==> config.mk <==
export PLATFORM = sky130hd
export DESIGN_NAME = pd_sink_source_offer_selector
export DESIGN_NICKNAME = d
export VERILOG_FILES = /design/src/rtl/core/pdsel_pkg.sv /design/src/rtl/core/pdsel_ram.sv /design/src/rtl/core/pdsel_scan.sv /design/src/rtl/core/pd_sink_source_offer_selector.sv
export SDC_FILE = /design/constraint.sdc
export NUM_CORES = 1
export LEC_CHECK = 0
export BUFFER_PORTS_ARGS = -buffer_cell sky130_fd_sc_hd__buf_4
export CAP_MARGIN = 20
export CELL_PAD_IN_SITES_DETAIL_PLACEMENT = 1
export CELL_PAD_IN_SITES_GLOBAL_PLACEMENT = 1
export CORE_ASPECT_RATIO = 0.5
export CORE_UTILIZATION = 40
export CTS_CLUSTER_SIZE = 28
export DETAILED_ROUTE_END_ITERATION = 7
export PLACE_DENSITY_LB_ADDON = 0.15
export SKIP_CTS_REPAIR_TIMING = 1
export SLEW_MARGIN = 10
export SYNTH_ARGS = -nofsm -noshare
export SYNTH_HDL_FRONTEND = slang
export SYNTH_HIERARCHICAL = 1
export SYNTH_SLANG_ARGS = --single-unit
==> constraint.sdc <==
create_clock -name clk -period 18.15 [get_ports clk]
set_clock_uncertainty 0.15 [all_clocks]
set_input_delay 0 -clock clk [delete_from_list [all_inputs] [get_ports clk]]
set_output_delay 0 -clock clk [all_outputs]
set_load 0.01 [all_outputs]
==> src/rtl/core/pdsel_pkg.sv <==
// Shared types, codes and constants of the sink offer selector.
package pdsel_pkg;

	// Item kinds carried on the input tuser.
	localparam logic [1:0] REQ_LOAD = 2'd0;
	localparam logic [1:0] REQ_VOLT = 2'd1;
	localparam logic [1:0] REQ_TICK = 2'd2;
	localparam logic [1:0] REQ_HRST = 2'd3;

	// Offer kinds reported in results.
	localparam logic [1:0] KIND_NONE  = 2'd0;
	localparam logic [1:0] KIND_FIXED = 2'd1;
	localparam logic [1:0] KIND_PPS   = 2'd2;
	localparam logic [1:0] KIND_AVS   = 2'd3;

	// Register indexes on the configuration port.
	localparam logic [2:0] REG_KEEPALIVE = 3'd0;
	localparam logic [2:0] REG_PPS_MIN   = 3'd1;
	localparam logic [2:0] REG_PPS_CAP   = 3'd2;
	localparam logic [2:0] REG_AVS_MIN   = 3'd3;
	localparam logic [2:0] REG_AVS_CAP   = 3'd4;

	localparam logic [15:0] RST_KEEPALIVE = 16'd1000;
	localparam logic [15:0] RST_PPS_MIN   = 16'd3300;
	localparam logic [15:0] RST_PPS_CAP   = 16'd21000;
	localparam logic [15:0] RST_AVS_MIN   = 16'd15000;
	localparam logic [15:0] RST_AVS_CAP   = 16'd28000;

	localparam int DEF_SLOTS     = 13;
	localparam int DEF_LOW_SLOTS = 7;

	localparam logic [7:0]  VSEL_FIXED = 8'hFF;
	localparam logic [15:0] TICK_MAX   = 16'hFFFF;

	// x / 100 equals (x * RECIP_100) >> RECIP_SHIFT for any x below 2^17.
	localparam logic [17:0] RECIP_100   = 18'd167773;
	localparam int          RECIP_SHIFT = 24;

	// Offer current in mA for each 4-bit current code.
	localparam logic [12:0] CUR_MA [16] = '{
		13'd1000, 13'd1250, 13'd1500, 13'd1750, 13'd2000, 13'd2250, 13'd2500, 13'd2750,
		13'd3000, 13'd3250, 13'd3500, 13'd3750, 13'd4000, 13'd4250, 13'd4500, 13'd5000
	};

	typedef enum logic [2:0] {
		ST_IDLE,
		ST_LOAD,
		ST_SCAN,
		ST_FIN,
		ST_EMIT
	} pdsel_state_t;

	typedef struct packed {
		logic [15:0] pps_min;
		logic [15:0] pps_cap;
		logic [15:0] avs_min;
		logic [15:0] avs_cap;
	} pdsel_cfg_t;

	typedef struct packed {
		logic       start;
		logic       eval;
		logic [3:0] slot;
		logic       written;
		logic       cur_step;
		logic [3:0] cur_idx;
	} pdsel_scan_ctl_t;

	typedef struct packed {
		logic       pps_hit;
		logic [3:0] pps_slot;
		logic       avs_hit;
		logic [3:0] avs_slot;
		logic       fix_hit;
		logic [3:0] fix_slot;
		logic [3:0] fix_code;
		logic       fix_zero;
		logic [3:0] cur_code;
	} pdsel_scan_res_t;

	function automatic logic [15:0] abs_diff(input logic [15:0] a, input logic [15:0] b);
		return (a > b) ? (a - b) : (b - a);
	endfunction

endpackage

==> src/rtl/core/pdsel_ram.sv <==
// Generic single-write, single-read synchronous RAM with registered read data.
module pdsel_ram #(
	parameter int WIDTH = 16,
	parameter int DEPTH = 13
) (
	input  logic                     clk,
	input  logic                     we,
	input  logic [$clog2(DEPTH)-1:0] waddr,
	input  logic [WIDTH-1:0]         wdata,
	input  logic [$clog2(DEPTH)-1:0] raddr,
	output logic [WIDTH-1:0]         rdata
);

	logic [WIDTH-1:0] mem_q [DEPTH];

	always_ff @(posedge clk) begin
		if (we) begin
			mem_q[waddr] <= wdata;
		end
		rdata <= mem_q[raddr];
	end

endmodule

==> src/rtl/core/pdsel_scan.sv <==
// Offer decoder and selection trackers fed one slot per cycle during a scan.
module pdsel_scan
	import pdsel_pkg::*;
#(
	parameter int LOW_RANGE_SLOTS = DEF_LOW_SLOTS
) (
	input  logic            clk,
	input  logic            arst_n,
	input  pdsel_scan_ctl_t ctl,
	input  logic [15:0]     rd_word,
	input  logic [15:0]     target,
	input  logic [15:0]     imin,
	input  pdsel_cfg_t      cfg,
	output pdsel_scan_res_t res
);

	logic [15:0] word;
	logic        low;
	logic [3:0]  code;
	logic        cur_ok;
	logic [15:0] v100;
	logic [15:0] v200;
	logic [15:0] pps_max;
	logic [15:0] avs_max;
	logic        pps_match;
	logic        avs_match;
	logic        fix_match;
	logic [15:0] fix_d;
	logic [15:0] cur_d;

	logic        pps_hit_q;
	logic [3:0]  pps_slot_q;
	logic        avs_hit_q;
	logic [3:0]  avs_slot_q;
	logic        fix_hit_q;
	logic [3:0]  fix_slot_q;
	logic [3:0]  fix_code_q;
	logic [15:0] fix_d_q;
	logic [3:0]  cur_code_q;
	logic [15:0] cur_d_q;

	// A slot never written reads as an empty offer.
	assign word   = ctl.written ? rd_word : 16'd0;
	assign low    = (ctl.slot <= 4'(LOW_RANGE_SLOTS));
	assign code   = word[13:10];
	assign cur_ok = ({3'd0, CUR_MA[code]} >= imin);
	assign v100   = 16'(word[7:0]) * 16'd100;
	assign v200   = {v100[14:0], 1'b0};

	assign pps_max = (v100 > cfg.pps_cap) ? cfg.pps_cap : v100;
	assign avs_max = (v200 > cfg.avs_cap) ? cfg.avs_cap : v200;

	assign pps_match = word[15] && low && word[14] && cur_ok &&
		(target >= cfg.pps_min) && (target <= pps_max);
	assign avs_match = word[15] && !low && cur_ok &&
		(target >= cfg.avs_min) && (target <= avs_max);
	assign fix_match = word[15] && low && !word[14] && cur_ok;
	assign fix_d     = abs_diff(v100, target);

	assign cur_d = abs_diff({3'd0, CUR_MA[ctl.cur_idx]}, imin);

	always_ff @(posedge clk or negedge arst_n) begin
		if (!arst_n) begin
			pps_hit_q <= 1'b0;
			avs_hit_q <= 1'b0;
			fix_hit_q <= 1'b0;
		end else if (ctl.start) begin
			pps_hit_q <= 1'b0;
			avs_hit_q <= 1'b0;
			fix_hit_q <= 1'b0;
		end else if (ctl.eval) begin
			if (pps_match) begin
				pps_hit_q <= 1'b1;
			end
			if (avs_match) begin
				avs_hit_q <= 1'b1;
			end
			if (fix_match) begin
				fix_hit_q <= 1'b1;
			end
		end
	end

	// Slots arrive in ascending order, so the first match is kept and a
	// fixed offer replaces the best one only when strictly closer.
	always_ff @(posedge clk) begin
		if (ctl.eval) begin
			if (pps_match && !pps_hit_q) begin
				pps_slot_q <= ctl.slot;
			end
			if (avs_match && !avs_hit_q) begin
				avs_slot_q <= ctl.slot;
			end
			if (fix_match && (!fix_hit_q || (fix_d < fix_d_q))) begin
				fix_slot_q <= ctl.slot;
				fix_code_q <= code;
				fix_d_q    <= fix_d;
			end
		end
		if (ctl.cur_step && ((ctl.cur_idx == 4'd0) || (cur_d < cur_d_q))) begin
			cur_code_q <= ctl.cur_idx;
			cur_d_q    <= cur_d;
		end
	end

	assign res.pps_hit  = pps_hit_q;
	assign res.pps_slot = pps_slot_q;
	assign res.avs_hit  = avs_hit_q;
	assign res.avs_slot = avs_slot_q;
	assign res.fix_hit  = fix_hit_q;
	assign res.fix_slot = fix_slot_q;
	assign res.fix_code = fix_code_q;
	assign res.fix_zero = (fix_d_q == 16'd0);
	assign res.cur_code = cur_code_q;

endmodule

==> src/rtl/core/pd_sink_source_offer_selector.sv <==
// Top level of the sink offer selector: sequencer, offer memory, registers and output stage.
// A load passes through the load state (a bad slot is dropped at acceptance), a hard reset ends
// at acceptance, and a tick passes through the emit state only when it resends. A voltage request
// runs to the output register through a 16-step scan that reads one offer slot per cycle from the offer memory while
// the current code search walks its 16 entries, then through a select state and an emit state.
// One item is in work at a time; a finished result may wait in the output register.
// Reset is asynchronous; the table reads as empty through per-slot written flags.
module pd_sink_source_offer_selector
	import pdsel_pkg::*;
#(
	parameter int SLOTS           = DEF_SLOTS,
	parameter int LOW_RANGE_SLOTS = DEF_LOW_SLOTS
) (
	input  logic        clk,
	input  logic        arst_n,
	// tdata: offer_slot[3:0], offer_word[19:4], target_mv[35:20],
	// min_current_ma[51:36], exact_only[52], zero fill [55:53]
	input  logic        s_tvalid,
	output logic        s_tready,
	input  logic [55:0] s_tdata,
	// tuser: req_type[1:0]
	input  logic [1:0]  s_tuser,
	// tdata: request_word[15:0], chosen_slot[19:16], offer_kind[21:20],
	// word_sent[22], valid_offers[26:23], zero fill [31:27]
	output logic        m_tvalid,
	input  logic        m_tready,
	output logic [31:0] m_tdata,
	// tuser: is_repeat[0]
	output logic        m_tuser,
	input  logic        psel,
	input  logic        penable,
	input  logic        pwrite,
	input  logic [4:0]  paddr,
	input  logic [31:0] pwdata,
	output logic [31:0] prdata,
	output logic        pready
);

	localparam int AW = $clog2(SLOTS);

	pdsel_state_t state_q;
	pdsel_state_t state_d;

	logic [15:0] keepalive_q;
	pdsel_cfg_t  cfg_q;

	logic [3:0]  slot_q;
	logic [15:0] word_q;
	logic [15:0] target_q;
	logic [15:0] imin_q;
	logic        exact_q;

	logic        repeat_q;
	logic [15:0] ticks_q;
	logic [15:0] held_q;
	logic [3:0]  count_q;
	logic [SLOTS-1:0] written_q;
	logic [3:0]  step_q;

	logic        eval_s1;
	logic [3:0]  slot_s1;
	logic        written_s1;

	logic [15:0] res_word_q;
	logic [3:0]  res_slot_q;
	logic [1:0]  res_kind_q;
	logic        res_sent_q;
	logic        res_rep_q;

	logic        out_valid_q;
	logic [15:0] out_word_q;
	logic [3:0]  out_slot_q;
	logic [1:0]  out_kind_q;
	logic        out_sent_q;
	logic        out_rep_q;
	logic [3:0]  out_count_q;

	logic        accept;
	logic [3:0]  in_slot;
	logic        in_slot_ok;
	logic        cfg_wr;
	logic        ram_we;
	logic [AW-1:0] ram_raddr;
	logic [15:0] ram_rdata;
	logic        scan_rd;
	logic [15:0] tick_next;
	logic        tick_fire;
	logic        emit_go;
	logic        scan_start;

	pdsel_scan_ctl_t scan_ctl;
	pdsel_scan_res_t scan_res;

	logic [16:0] dividend;
	logic [34:0] product;
	logic [1:0]  sel_kind;
	logic [3:0]  sel_slot;

	assign accept     = s_tvalid && s_tready;
	assign in_slot    = s_tdata[3:0];
	assign in_slot_ok = (in_slot != 4'd0) && (in_slot <= 4'(SLOTS));
	assign cfg_wr     = psel && penable && pwrite && pready;
	assign pready     = 1'b1;
	assign emit_go    = !out_valid_q || m_tready;
	assign scan_rd    = (state_q == ST_SCAN) && (step_q < 4'(SLOTS));

	assign tick_next = (ticks_q == TICK_MAX) ? ticks_q : (ticks_q + 16'd1);
	assign tick_fire = repeat_q && (tick_next >= keepalive_q);

	// Configuration registers.
	always_ff @(posedge clk or negedge arst_n) begin
		if (!arst_n) begin
			keepalive_q   <= RST_KEEPALIVE;
			cfg_q.pps_min <= RST_PPS_MIN;
			cfg_q.pps_cap <= RST_PPS_CAP;
			cfg_q.avs_min <= RST_AVS_MIN;
			cfg_q.avs_cap <= RST_AVS_CAP;
		end else if (cfg_wr) begin
			unique case (paddr[4:2])
				REG_KEEPALIVE: keepalive_q   <= pwdata[15:0];
				REG_PPS_MIN:   cfg_q.pps_min <= pwdata[15:0];
				REG_PPS_CAP:   cfg_q.pps_cap <= pwdata[15:0];
				REG_AVS_MIN:   cfg_q.avs_min <= pwdata[15:0];
				REG_AVS_CAP:   cfg_q.avs_cap <= pwdata[15:0];
				default: ;
			endcase
		end
	end

	always_comb begin
		unique case (paddr[4:2])
			REG_KEEPALIVE: prdata = {16'd0, keepalive_q};
			REG_PPS_MIN:   prdata = {16'd0, cfg_q.pps_min};
			REG_PPS_CAP:   prdata = {16'd0, cfg_q.pps_cap};
			REG_AVS_MIN:   prdata = {16'd0, cfg_q.avs_min};
			REG_AVS_CAP:   prdata = {16'd0, cfg_q.avs_cap};
			default:       prdata = 32'd0;
		endcase
	end

	// Sequencer.
	always_ff @(posedge clk or negedge arst_n) begin
		if (!arst_n) begin
			state_q <= ST_IDLE;
		end else begin
			state_q <= state_d;
		end
	end

	always_comb begin
		state_d    = state_q;
		s_tready   = 1'b0;
		ram_we     = 1'b0;
		scan_start = 1'b0;
		ram_raddr  = AW'(step_q);
		unique case (state_q)
			ST_IDLE: begin
				s_tready  = 1'b1;
				ram_raddr = AW'(in_slot - 4'd1);
				if (accept) begin
					unique case (s_tuser)
						REQ_LOAD: begin
							if (in_slot_ok) begin
								state_d = ST_LOAD;
							end
						end
						REQ_VOLT: begin
							scan_start = 1'b1;
							state_d    = ST_SCAN;
						end
						REQ_TICK: begin
							if (tick_fire) begin
								state_d = ST_EMIT;
							end
						end
						default: ;
					endcase
				end
			end
			ST_LOAD: begin
				ram_we  = 1'b1;
				state_d = ST_IDLE;
			end
			ST_SCAN: begin
				if (step_q == 4'd15) begin
					state_d = ST_FIN;
				end
			end
			ST_FIN: begin
				state_d = ST_EMIT;
			end
			ST_EMIT: begin
				if (emit_go) begin
					state_d = ST_IDLE;
				end
			end
			default: state_d = ST_IDLE;
		endcase
	end

	// Item capture.
	always_ff @(posedge clk) begin
		if (accept) begin
			slot_q   <= in_slot;
			word_q   <= s_tdata[19:4];
			target_q <= s_tdata[35:20];
			imin_q   <= s_tdata[51:36];
			exact_q  <= s_tdata[52];
		end
	end

	pdsel_ram #(
		.WIDTH(16),
		.DEPTH(SLOTS)
	) u_offer_ram (
		.clk   (clk),
		.we    (ram_we),
		.waddr (AW'(slot_q - 4'd1)),
		.wdata (word_q),
		.raddr (ram_raddr),
		.rdata (ram_rdata)
	);

	// Load write-back: the old word read in the previous cycle corrects the count.
	always_ff @(posedge clk or negedge arst_n) begin
		if (!arst_n) begin
			written_q <= '0;
			count_q   <= 4'd0;
		end else if (ram_we) begin
			written_q[AW'(slot_q - 4'd1)] <= 1'b1;
			count_q <= count_q + {3'd0, word_q[15]}
				- {3'd0, written_q[AW'(slot_q - 4'd1)] & ram_rdata[15]};
		end
	end

	// Scan step counter and the stage that lines up with the read data.
	always_ff @(posedge clk or negedge arst_n) begin
		if (!arst_n) begin
			step_q     <= 4'd0;
			eval_s1    <= 1'b0;
			slot_s1    <= 4'd0;
			written_s1 <= 1'b0;
		end else begin
			if (scan_start) begin
				step_q <= 4'd0;
			end else if (state_q == ST_SCAN) begin
				step_q <= step_q + 4'd1;
			end
			eval_s1    <= scan_rd;
			slot_s1    <= step_q + 4'd1;
			written_s1 <= scan_rd ? written_q[AW'(step_q)] : 1'b0;
		end
	end

	assign scan_ctl.start    = scan_start;
	assign scan_ctl.eval     = eval_s1;
	assign scan_ctl.slot     = slot_s1;
	assign scan_ctl.written  = written_s1;
	assign scan_ctl.cur_step = (state_q == ST_SCAN);
	assign scan_ctl.cur_idx  = step_q;

	pdsel_scan #(
		.LOW_RANGE_SLOTS(LOW_RANGE_SLOTS)
	) u_scan (
		.clk     (clk),
		.arst_n  (arst_n),
		.ctl     (scan_ctl),
		.rd_word (ram_rdata),
		.target  (target_q),
		.imin    (imin_q),
		.cfg     (cfg_q),
		.res     (scan_res)
	);

	// Final choice: PPS before AVS before fixed.
	always_comb begin
		if (scan_res.pps_hit) begin
			sel_kind = KIND_PPS;
			sel_slot = scan_res.pps_slot;
			dividend = {1'b0, target_q} + 17'd50;
		end else if (scan_res.avs_hit) begin
			sel_kind = KIND_AVS;
			sel_slot = scan_res.avs_slot;
			dividend = 17'(({1'b0, target_q} + 17'd100) >> 1);
		end else if (scan_res.fix_hit && (!exact_q || scan_res.fix_zero)) begin
			sel_kind = KIND_FIXED;
			sel_slot = scan_res.fix_slot;
			dividend = 17'd0;
		end else begin
			sel_kind = KIND_NONE;
			sel_slot = 4'd0;
			dividend = 17'd0;
		end
	end

	assign product = 35'(dividend) * 35'(RECIP_100);

	// Keep-alive state and the pending result.
	always_ff @(posedge clk or negedge arst_n) begin
		if (!arst_n) begin
			repeat_q <= 1'b0;
			ticks_q  <= 16'd0;
			held_q   <= 16'd0;
		end else if (accept && (s_tuser == REQ_HRST)) begin
			repeat_q <= 1'b0;
		end else if (accept && (s_tuser == REQ_TICK) && repeat_q) begin
			ticks_q <= tick_fire ? 16'd0 : tick_next;
		end else if (state_q == ST_FIN) begin
			case (sel_kind) inside
				KIND_PPS, KIND_AVS: begin
					held_q   <= {sel_slot, scan_res.cur_code,
						product[RECIP_SHIFT+7:RECIP_SHIFT]};
					repeat_q <= 1'b1;
					ticks_q  <= 16'd0;
				end
				KIND_FIXED: repeat_q <= 1'b0;
				default: ;
			endcase
		end
	end

	always_ff @(posedge clk) begin
		if (accept && (s_tuser == REQ_TICK)) begin
			res_word_q <= held_q;
			res_slot_q <= held_q[15:12];
			res_kind_q <= (held_q[15:12] <= 4'(LOW_RANGE_SLOTS)) ? KIND_PPS : KIND_AVS;
			res_sent_q <= 1'b1;
			res_rep_q  <= 1'b1;
		end else if (state_q == ST_FIN) begin
			res_slot_q <= sel_slot;
			res_kind_q <= sel_kind;
			res_sent_q <= (sel_kind != KIND_NONE);
			res_rep_q  <= 1'b0;
			case (sel_kind) inside
				KIND_PPS, KIND_AVS: res_word_q <= {sel_slot, scan_res.cur_code,
					product[RECIP_SHIFT+7:RECIP_SHIFT]};
				KIND_FIXED: res_word_q <= {sel_slot, scan_res.fix_code, VSEL_FIXED};
				default:    res_word_q <= 16'd0;
			endcase
		end
	end

	// Output register.
	always_ff @(posedge clk or negedge arst_n) begin
		if (!arst_n) begin
			out_valid_q <= 1'b0;
		end else if ((state_q == ST_EMIT) && emit_go) begin
			out_valid_q <= 1'b1;
		end else if (m_tready) begin
			out_valid_q <= 1'b0;
		end
	end

	always_ff @(posedge clk) begin
		if ((state_q == ST_EMIT) && emit_go) begin
			out_word_q  <= res_word_q;
			out_slot_q  <= res_slot_q;
			out_kind_q  <= res_kind_q;
			out_sent_q  <= res_sent_q;
			out_rep_q   <= res_rep_q;
			out_count_q <= count_q;
		end
	end

	assign m_tvalid = out_valid_q;
	assign m_tdata  = {5'd0, out_count_q, out_sent_q, out_kind_q, out_slot_q, out_word_q};
	assign m_tuser  = out_rep_q;

`ifndef SYNTHESIS
	a_count_range: assert property (@(posedge clk) disable iff (!arst_n)
		count_q <= 4'(SLOTS))
		else $error("valid offer count exceeds the number of slots");

	a_held_slot: assert property (@(posedge clk) disable iff (!arst_n)
		$rose(repeat_q) |-> (held_q[15:12] != 4'd0))
		else $error("keep-alive armed without a chosen slot");

	a_unsent_empty: assert property (@(posedge clk) disable iff (!arst_n)
		(m_tvalid && !m_tdata[22]) |-> ((m_tdata[19:16] == 4'd0) && !m_tuser))
		else $error("unsent result carries a slot or repeat flag");

	a_scan_len: assert property (@(posedge clk) disable iff (!arst_n)
		((state_q == ST_SCAN) && (step_q == 4'd15)) |=> (state_q == ST_FIN))
		else $error("scan did not hand over to selection");
`endif

endmodule
# ---- Yosys cells after proc, flatten, opt, wreduce, memory -nomap -nowiden
# Memories as Yosys holds them, arrays and structs flattened. A register that Yosys moved wholly into a read port is not among the register bits.
# Cells that the tools add are included.
dict set report op_classes {
  n_addsub 12
  n_mul 2
  n_div 0
  n_lt_le_gt_ge 21
  eq_ne 23
  shifts 0
  mux 72
  bitwise 6
  reduce_logical 72
}
# cell count
set ops {}
lappend ops {{2-to-1 mux 16 bit} 15}
lappend ops {{case mux 16 bit (5 select lines)} 1}
lappend ops {{2-to-1 mux 13 bit} 4}
lappend ops {{>= comparator 16 bit} 3}
lappend ops {{greater-than comparator 15 x 16 -> 1 bit} 2}
lappend ops {{less-or-equal comparator 16 bit} 2}
lappend ops {{less-than comparator 16 bit} 2}
lappend ops {{multiplier 17 x 18 -> 32 bit, second input constant} 1}
lappend ops {{2-to-1 mux 4 bit} 8}
lappend ops {{2-to-1 mux 1 bit} 29}
lappend ops {{logical AND 1 bit} 27}
lappend ops {{AND reduction 2 bit} 11}
lappend ops {{nonzero test 2 bit} 11}
lappend ops {{adder 16 x 6 -> 17 bit, second input constant} 1}
lappend ops {{adder 16 x 7 -> 17 bit, second input constant} 1}
lappend ops {{2-to-1 mux 17 bit} 1}
lappend ops {{adder 16 x 1 -> 16 bit, second input constant} 1}
lappend ops {{equality test 16 bit, second input constant} 1}
lappend ops {{>= comparator 13 x 16 -> 1 bit} 1}
lappend ops {{greater-than comparator 13 x 16 -> 1 bit} 1}
lappend ops {{greater-than comparator 16 bit} 1}
lappend ops {{logical NOT 16 bit} 1}
lappend ops {{subtractor 13 x 16 -> 16 bit} 1}
lappend ops {{subtractor 15 x 16 -> 16 bit} 1}
lappend ops {{43 further kinds} 81}
dict set report totals {
  reg_bits 304
  latch_bits 0
  mem_bits_rw 208
  romBits 416
  out_inout_bits 68
  mem_count 3
}
# name depth word_bits rd rd_clocked_by_memory_dff wr line_no
set memory_table {}
lappend memory_table {{(no name shown)} 16 13 1 0 0 pdsel_scan.sv:46} ;# assign cur_ok = ({3'd0, CUR_MA[code]} >= imin);
lappend memory_table {{(no name shown)} 16 13 1 0 0 pdsel_scan.sv:60} ;# assign cur_d = abs_diff({3'd0, CUR_MA[ctl.cur_idx]}, imin);
lappend memory_table {u_offer_ram.mem_q 13 16 1 1 1 pdsel_ram.sv:14} ;# logic [WIDTH-1:0] mem_q [DEPTH];

# ---- Logic depth before layout (Yosys ltp)
# Gate-level depths: netlist of the first run.
dict set report depth {
  ltp_word 12
  depth_mapped 31
  ltp_nobuf 28
}

# ---- By module
# Netlist of the first run, hierarchy kept.
# mod n_inst cells_each area_each_um2 seq_area_each_um2
set modules_own_cells {}
lappend modules_own_cells {pd_sink_source_offer_selector 1 1576 17199.0 6774.0}
lappend modules_own_cells {pdsel_scan 1 1009 8762.2 1636.6}
lappend modules_own_cells {pdsel_ram 1 361 8330.5 6566.3}

# ---- Worst setup path after synthesis of the first run
# No wires, ideal clock.
dict set report synth_timing {
  path_type {reg-to-reg}
  start {register written_s1}
  end {register u_scan.fix_code_q[0] (enable)}
  setup_ns 0.442
  arrival_ns 7.938
  path_slack_ns 9.620
  path_stages_with_launch 30
  n_path_buf 4
  synth_period_minus_slack_ns 8.530
  cell_sequence {dfrtp_1 clkbuf_1 clkbuf_1 and2_1 ha_1 ha_1 inv_1 fa_1 inv_1 ha_1 nand2_1 o211ai_1 a21o_1 a21oi_1 xnor2_1 ha_1 clkbuf_1 a21o_1 a31o_2 a21o_1 o21ai_2 buf_4 mux2_2 ha_1 a21boi_0 o21a_1 o21ai_0 o2bb2ai_1 o2111ai_1 a211oi_1}
}
# item line_no
set synth_lines {}
lappend synth_lines {{start: declaration} pd_sink_source_offer_selector.sv:62} ;# logic written_s1;
lappend synth_lines {{start signal: assignment} pd_sink_source_offer_selector.sv:251} ;# written_s1 <= scan_rd ? written_q[AW'(step_q)] : 1'b0;
lappend synth_lines {{2-to-1 mux 16 bit} pdsel_scan.sv:43} ;# assign word = ctl.written ? rd_word : 16'd0;
lappend synth_lines {{multiplier 8 x 5 -> 13 bit} pdsel_scan.sv:47} ;# assign v100 = 16'(word[7:0]) * 16'd100;
lappend synth_lines {{greater-than comparator 15 x 16 -> 1 bit} pdsel_pkg.sv:82} ;# return (a > b) ? (a - b) : (b - a);
lappend synth_lines {{2-to-1 mux 16 bit} pdsel_pkg.sv:82}
lappend synth_lines {{via u_scan.fix_d[1]} pdsel_scan.sv:28} ;# logic [15:0] fix_d;
lappend synth_lines {{less-than comparator 16 bit} pdsel_scan.sv:94} ;# if (fix_match && (!fix_hit_q || (fix_d < fix_d_q))) begin
lappend synth_lines {{logical OR 1 bit} pdsel_scan.sv:94}
lappend synth_lines {{logical AND 1 bit} pdsel_scan.sv:94}
lappend synth_lines {{AND reduction 2 bit (no line)} n/a}
lappend synth_lines {{end signal: assignment} pdsel_scan.sv:96} ;# fix_code_q <= code;
lappend synth_lines {{end: declaration} pdsel_scan.sv:37} ;# logic [3:0] fix_code_q;
# The timed path passes the listed nets, and every way through them passes these cells. The select of a mux whose other input is x is not followed.
# A chain may end at the register's enable or synchronous reset.

# ---- Final worst setup path of the first run
dict set report layout_timing {
  start {register written_s1}
  end {register u_scan.fix_slot_q[0] (enable)}
}
# item line_no
set layout_lines {}
lappend layout_lines {{2-to-1 mux 16 bit *} pdsel_scan.sv:43}
lappend layout_lines {{multiplier 8 x 5 -> 13 bit *} pdsel_scan.sv:47}
lappend layout_lines {{subtractor 16 x 15 -> 16 bit (tied with other cells)} pdsel_pkg.sv:82}
lappend layout_lines {{2-to-1 mux 16 bit *} pdsel_pkg.sv:82}
lappend layout_lines {{via u_scan.fix_d[10]} pdsel_scan.sv:28}
lappend layout_lines {{less-than comparator 16 bit *} pdsel_scan.sv:94}
lappend layout_lines {{logical OR 1 bit *} pdsel_scan.sv:94}
lappend layout_lines {{logical AND 1 bit *} pdsel_scan.sv:94}
lappend layout_lines {{AND reduction 2 bit (no line) *} n/a}
lappend layout_lines {{end signal: assignment} pdsel_scan.sv:95} ;# fix_slot_q <= ctl.slot;
lappend layout_lines {{end: declaration} pdsel_scan.sv:36} ;# logic [3:0] fix_slot_q;
# Mark *: on every way through the listed nets, which the timed path passes. The rest lies on a longest branch. The select of a mux whose other input is x is not followed.

==> out/qor.yml, run 1 <==
status:
  status: "complete, no violations"
global_routing:
  grt_use_met2: 0.3509
  globalRouteMet3Util: 0.02508
  grt_pass1_wl_um: 136800
  met1_usage: 0.2947
  antenna_found_initial: 3
  gr-max-usage-layer: "met2"
  grt_pass1_vias: 23255
  grtUsageTotal: 0.2108
  gr-total-overflow: 0
  grt_max_degree: 86
synth:
  synth.avg_cell_area_um2: 11.44
  syn_area_um2: 33220
  postSynthCellCount: 2904
  ys_warn_count: 6
detailed_routing:
  drc: 0
  firstDrtPassIters: 4
  routedWlPerCell_um: 20.98
  ant_nets: 0
  num_vias: 22794
  post_drt_via_cell_ratio: 5.294
  routed_wl_um: 90330
  drtIter0Drc: 1043
sta:
  fmax_mhz: 114.0
  fin_crit_sh: 0.4834
  hold_violations: 0
  finalSetupTns_ps: 0
  rsz0062_at_grt: "no"
  slew_headroom: 0.2897
  setup_viol: 0
  hold_ws_ps: 3.924
  worstMarginPinSlew_ps: 1066
  drv_slew: 0
  period_needed_ps: 8773
place:
  place_inst: 4078
  hpwl_um: 66820
  io_buffers: 124
  globalplace.congestion: 0.8311
critical_path:
  worst_setup_path_start_kind: "flip-flop"
  required_ps: 18320
  critical_path_peak_fanout: 24
  crit_path_end_kind: "flip-flop"
  critPathTopFamily: "compound AO/OA/AOI/OAI gates"
  cpPeakStageDelay_ps: 830
  critPathBufInv: 3
  critPathKind: "reg -> reg"
  path_common_cell: "ha_1"
  cp.arrival_ps: 8940
  crit_slowest_cell: "dfrtp_1"
power_and_ir_drop:
  power_density_nw_per_um2: 132.8
  ir_drop_uv: 72.68
  p_leak_uw: 0.01730
  power_uw: 5112
floorplan:
  start_util: 0.4054
  die-area_um2: 84280
  io_pins: 170
  row_count: 74
  dieHeight_um: 205.8
  die_x_um: 409.6
  core-area_um2: 81940
clock_tree:
  clockRootBuffer: "clkbuf_16"
  cts_sinks: 498
  cts_tree: "done"
  clock_path_buffers: 3
  cts_buffers: 50
  clk_pin_slew_ps: 70
  htreeDepth: 2
  worstSkewPairLatency_ps: 630
worst_hold_path:
  min_path_type: "in -> reg"
final_layout:
  final_cells: 4306
  n_antenna_cell: 0
  syn2layout_area_growth_pct: 15.84
  fin_nets: 3757
  layout-drive-gt1-share: 0.1364
job:
  cap_violations: 0
[per-stage QoR]
| stage | setup WS, ps | instance area (um2) | utilization |
|---|---|---|---|
| 2_1_floorplan | 9620 | 33300 | - |
| 3_3_place_gp | 9464 | 35380 | 0.4318 |
| 3_5_place_dp | 9342 | 35380 | 0.4318 |
| 4_1_cts | 9320 | 37120 | 0.4530 |
| 5_1_grt | 8826 | 38490 | 0.4697 |
| 6_report | 9377 | 38490 | 0.4697 |
[layer usage]
layer / part of all wire / wire length [um]
met2: 0.48 / 42960
met1: 0.48 / 43130
met4: 0.020 / 1782
met3: 0.027 / 2439
met5: 0.00014 / 13
[area by class of cell]
cell class | count | area [um2]
flip-flops and latches | 498 | 14100
well taps | 1102 | 1379
clock buffers | 68 | 1421
inverters | 402 | 1511
repair buffers | 301 | 2618
multi-input cells | 1910 | 17150
fillers | 8686 | 43460
clock inverters | 25 | 315.3
[state kept, by name, summed over array words and instances, names as in the netlist, 13 cells and up]
| register | cells |
|---|---|
| u_offer_ram/rdata | 14 |
| target_q | 16 |
| word_q | 14 |
| written_q | 13 |
| u_scan/fix_d_q | 16 |
| keepalive_q | 16 |
| u_offer_ram/mem_q | 182 |
| u_scan/cur_d_q | 16 |
| cfg_q | 64 |
| held_q | 16 |
| imin_q | 16 |
| res_word_q | 16 |
| ticks_q | 16 |
| out_word_q | 16 |
[worst min-delay path, delay by kind of cell]
family | cells | cell delay [ps]
AND/OR/NAND/NOR | 2 | 110
buffers and inverters | 3 | 370
multiplexers | 1 | 240
[where the power goes]
part	switching (uW)	internal [uW]	leakage (uW)
Clock	468	614	0.000838
Sequential	212	1510	0.00502
Combinational	1340	971	0.0114
Total	2020	3090	0.0173
[layout by cell type (no fill, tap or decap), types with 28 or more instances in the layout]
cell / instances
edfxtp_1: 335
nand3_1: 39
a21oi_1: 145
xnor2_1: 55
buf_4: 166
a21o_1: 48
nand2b_1: 33
fa_1: 111
dlygate4sd3_1: 132
dfrtp_1: 117
dfstp_2: 30
a31oi_1: 31
ha_1: 381
nor2_1: 101
clkbuf_16: 52
mux2_2: 71
xor2_1: 55
inv_1: 399
mux2i_1: 75
o21ai_0: 112
nand4_1: 31
nand2_1: 202
mux4_2: 28
[worst paths after layout]
path	from	to	slack [ps]	cells after the start
setup / recovery	written_s1	u_scan/fix_slot_q[0]	9380	26
hold / removal	paddr[4]	cfg_q[43]	4	6
setup reg to reg	written_s1	u_scan/fix_slot_q[0]	9380	26
hold reg to reg	res_kind_q[0]	out_kind_q[0]	270	0
max in group asynchronous	arst_n	cfg_q[33]	16190	4
min in group asynchronous	arst_n	cfg_q[18]	360	3
(Power assumes the default switching activity.)
==> inputs of run 2 (changes only) <==
Clock period 18.15 ns to 8.4 ns, I/O delays scaled along.
==> run 2 against run 1 <==
The run now ends with design-rule violations left. Global-route usage grew 0.46 points. Die area is the same. Register-to-register slack lost 8900 ps. Count of clock-buffer cells in the layout shrank 1. Critical path depth is the same. Cell count grew 0.70%. Wire length grew 1.7%. Sequential power grew 110%. Core utilization grew 0.11 points. Non-clock buffer count grew 30. Cell area grew 0.24%. Setup slack lost 8900 ps. Largest cell class unchanged. Largest power group unchanged.
==> out/qor.yml, run 2 (synthesis results as in run 1) <==
sta:
  finalSetupTns_ps: 0
  fin_crit_sh: 0.9388
  fmax_mhz: 126.8
  period_needed_ps: 7886
  rsz0062_at_grt: "no"
  hold_violations: 0
  setup_viol: 0
  drv_slew: 0
  slew_headroom: 0.2595
  worstMarginPinSlew_ps: 1101
global_routing:
  grt_pass1_wl_um: 139300
  antenna_found_initial: 1
  grtUsageTotal: 0.2154
  grt_pass1_vias: 23562
  gr-total-overflow: 0
  grt_max_degree: 94
clock_tree:
  clk_pin_slew_ps: 60
  clockRootBuffer: "clkbuf_16"
  cts_tree: "done"
  clock_path_buffers: 3
  worstSkewPairLatency_ps: 620
  htreeDepth: 2
  cts_sinks: 498
  cts_buffers: 49
floorplan:
  die_x_um: 409.6
  start_util: 0.4054
  io_pins: 170
  core-area_um2: 81940
  dieHeight_um: 205.8
  row_count: 74
  die-area_um2: 84280
final_layout:
  top_register: "u_offer_ram/mem_q"
  layout-drive-gt1-share: 0.1407
  ff_latch_area_um2: 14100
  layout_commonest_cell: "inv_1"
  syn2layout_area_growth_pct: 16.13
  final_util: 0.4708
  multi_input_area_um2: 17150
  largest_register_ffs: 182
  fin_nets: 3786
  reg_top3: "u_offer_ram/mem_q (182), cfg_q (64)"
  final_cell_mix: "399 x inv_1, 381 x ha_1, 335 x edfxtp_1, 202 x nand2_1, 192 x buf_4"
  filler_cell_count: 8724
status:
  status: "finished with violations"
  violations: "design-rule violations"
place:
  hpwl_um: 68820
  globalplace.congestion: 0.8728
  io_buffers: 124
power_and_ir_drop:
  power_density_nw_per_um2: 285.8
  internal_power_uw: 6619
  pwr-share-clk: 0.202
  seqPwrFrac: 0.332
  ir_drop_uv: 172.7
  swShare: 0.3997
  p_leak_uw: 0.01737
  power.switching_uw: 4407
  combPwrFrac: 0.467
critical_path:
  worst_setup_path_start_kind: "flip-flop"
  critPathKind: "reg -> reg"
  required_ps: 8690
  cp.arrival_ps: 8170
  critical_path_peak_fanout: 5
  crit_path_end_kind: "flip-flop"
detailed_routing:
  drc: 6
  firstDrtPassIters: 7
  post_drt_via_cell_ratio: 5.289
  ant_nets: 0
  drtIter0Drc: 1194
  routedWlPerCell_um: 21.19
  routed_wl_um: 91890
  num_vias: 22931
worst_hold_path:
  min_path_type: "in -> reg"
job:
  cap_violations: 0
## run 2: cell count changes in the layout (fill, tap and decap cells not counted), sizes merged
cell,delta
dlygate4sd3,+4
clkinv,+1
bufinv,-2
diode,+1
buf,+25
inv,+2
clkinvlp,-1
## run 2: final timing paths
path / start / end / slack (ps) / depth (start not counted)
worst max-delay path: target_q[2] / res_word_q[7] / 510 / 26
worst min-delay path: s_tdata[2] / slot_q[2] / 10 / 2
worst max register to register: target_q[2] / res_word_q[7] / 510 / 26
worst min register to register: res_slot_q[0] / out_slot_q[0] / 270 / 0
max in group asynchronous: arst_n / written_s1 / 6210 / 4
min in group asynchronous: arst_n / ticks_q[15] / 460 / 3
## run 2: critical path, stage by stage (launching register included)
cell	delay (ps)
edfxtp_1	540
ha_1	340
a211oi_1	340
nand3b_1	280
nor2_1	80
xor2_1	140
nand2_1	70
o21a_1	170
inv_1	160
fa_1	560
inv_1	100
fa_1	540
fa_1	440
fa_1	520
fa_1	560
inv_1	60
fa_1	530
inv_1	40
ha_1	340
a21oi_1	190
o21ai_0	120
a21oi_1	150
o221ai_1	160
o21bai_1	170
or3b_2	500
nor3b_1	170
nor3_1	260
## run 2: area by class of cell
| class | count | area share |
|---|---|---|
| Timing Repair Buffer | 331 | 0.07388 |
| Antenna cell | 1 | 0.00006486 |
| Multi-Input combinational cell | 1910 | 0.4444 |
| Inverter | 402 | 0.03918 |
| Clock buffer | 67 | 0.03564 |
| Clock inverter | 25 | 0.005676 |
| Sequential cell | 498 | 0.3654 |
| Tap cell | 1102 | 0.03574 |
## run 2: stage by stage
stage	total power, uW	hold WS (ps)	std cells	setup slack, ps	area (um2)
CTS	11070	-654.8	4197	368.8	37180
detailed placement	8795	29.54	4105	414.5	35580
global route	11820	11.57	4335	26.34	38580
floorplan	7165	-445.6	2924	630.0	33300
global placement	8640	27.88	4105	595.3	35580
finish	11030	12.94	4336	514.5	38580
## run 2: power groups by stage
stage / Combinational, uW / Clock (uW) / Sequential, uW
after floorplan: 3610 / 0 / 3560
after global placement: 4960 / 0 / 3680
after detailed placement: 5090 / 0 / 3710
after CTS: 5130 / 2280 / 3660
after global routing: 5740 / 2370 / 3720
final: 5150 / 2220 / 3660
## run 2: per-layer routing
metal,vias up,GRT usage,share of wire
met4,0,0.04891,0.019
li1,10880,-,-
met3,89,0.02286,0.028
met2,309,0.3598,0.48
met1,11653,0.3016,0.48
met5,-,0,0
==> inputs of run 3 (changes only) <==
Clock period 8.4 ns to 7 ns, I/O delays scaled along.
==> run 3 against run 2 <==
The flow finishes with violations (negative hold slack, negative setup slack). Setup slack got worse by 590 ps. Via count grew 2.9%. Die area stayed put. Global-route usage up 0.12 points. Worst hold slack got worse by 31 ps. Clock power increased by 29%. Fmax up 11%. Core utilization rose by 2.1 points. Power grew 26%. Cell count up 2.7%. Critical path type unchanged. Critical endpoint is now res_word_q[5].
==> out/qor.yml, run 3 (synthesis results as in run 1) <==
detailed_routing:
  routedWlPerCell_um: 21.13
  ant_nets: 0
  post_drt_via_cell_ratio: 5.300
  firstDrtPassIters: 5
  drc: 0
  drtIter0Drc: 1334
  routed_wl_um: 94040
  num_vias: 23589
global_routing:
  gr-total-overflow: 0
  antenna_found_initial: 2
  grt_pass1_vias: 24199
  grtUsageTotal: 0.2166
  grt_pass1_wl_um: 140400
  grt_max_degree: 54
final_layout:
  final_cell_mix: "386 x inv_1, 363 x ha_1, 335 x edfxtp_1, 294 x buf_4, 198 x nand2_1"
  reg_top3: "u_offer_ram/mem_q (182), cfg_q (64)"
  syn2layout_area_growth_pct: 21.26
  fin_nets: 3901
  largest_register_ffs: 182
  top_register: "u_offer_ram/mem_q"
  layout_commonest_cell: "inv_1"
  final_cells: 4451
  layout-drive-gt1-share: 0.2022
sta:
  hold_violations: 1
  finalSetupTns_ps: -282.2
  fmax_mhz: 141.3
  drv_slew: 0
  period_needed_ps: 7078
  worstMarginPinSlew_ps: 1021
  hold_ws_ps: -17.79
  slew_headroom: 0.3173
  fin_crit_sh: 1.011
  setup_viol: 7
  worst_slack_ps: -77.75
  rsz0062_at_grt: "yes"
floorplan:
  start_util: 0.4054
  die-area_um2: 84280
  row_count: 74
  core-area_um2: 81940
  die_x_um: 409.6
  io_pins: 170
  dieHeight_um: 205.8
worst_hold_path:
  whs_path_depth: 2
  min_path_type: "in -> reg"
clock_tree:
  clockRootBuffer: "clkbuf_16"
  htreeDepth: 2
  cts_sinks: 498
  cts_buffers: 49
  clk_pin_slew_ps: 70
  worstSkewPairLatency_ps: 630
  cts_tree: "done"
  clock_path_buffers: 3
power_and_ir_drop:
  power_density_nw_per_um2: 343.8
  ir_drop_uv: 216.8
  power_uw: 13850
  p_leak_uw: 0.01807
place:
  hpwl_um: 70530
  globalplace.congestion: 0.8799
  io_buffers: 124
  place_inst: 4201
job:
  cap_violations: 0
status:
  status: "finished with violations"
  violations: "negative hold slack, negative setup slack"
critical_path:
  required_ps: 7190
  crit_path_end_kind: "flip-flop"
  critPathKind: "reg -> reg"
  cp.arrival_ps: 7260
  worst_setup_path_start_kind: "flip-flop"
  critical_path_peak_fanout: 5
  r2r_slack_ps: -80
  reg2reg_depth: 26
run 3: path summary, 6_finish.rpt:
path / to / start
hold reg to reg: out_word_q[15] / res_word_q[15]
max in group asynchronous: written_s1 / arst_n
hold / removal: target_q[13] / s_tdata[33]
setup / recovery: res_word_q[5] / target_q[2]
setup reg to reg: res_word_q[5] / target_q[2]
min in group asynchronous: cfg_q[20] / arst_n
run 3: layout make-up:
| class | count | area (um2) |
|---|---|---|
| clock inverter | 26 | 404.1 |
| multi-input combinational | 1910 | 17780 |
| sequential | 498 | 14100 |
| timing repair buffer | 446 | 3781 |
| inverter | 402 | 1511 |
| antenna | 1 | 2.502 |
| tap | 1102 | 1379 |
| fill | 8657 | 41660 |
| clock buffer | 66 | 1330 |
run 3: through the flow:
step	worst slack [ps]	cell area (um2)	util
5_1_grt	-413.0	40280	0.4916
4_1_cts	-309.5	38180	0.4659
6_report	-77.75	40280	0.4916
2_1_floorplan	1.194	33460	-
3_3_place_gp	-142.2	36450	0.4448
3_5_place_dp	-312.2	36450	0.4448
run 3: power by group:
group          internal (uW)  switching, uW  total [uW]
Clock                   1630           1240        2860
Combinational           2860           3740        6600
Sequential              3910            477        4380
run 3: layer usage:
metal / GRT usage / part of all wire / wire length, um
met1: 0.3046 / 0.47 / 44500
met4: 0.05251 / 0.019 / 1778
met3: 0.02561 / 0.035 / 3301
met2: 0.3567 / 0.47 / 44460
met5: 0 / 0 / 0
run 3: critical path, stage by stage (launching register included):
cell and delay (ps):
edfxtp_1 510, ha_4 220, a211oi_2 240, nand3b_1 260
buf_4 160, nand2_2 50, o31ai_2 70, a211o_1 280
inv_2 60, fa_1 550, inv_2 60, fa_2 550
fa_2 460, fa_2 460, fa_1 510, inv_2 50
fa_1 540, inv_2 50, ha_4 300, nand2_4 80
nor4_4 330, o2111ai_2 190, o21ai_1 210, buf_4 150
a221oi_2 60, xor2_1 180, a31oi_1 100
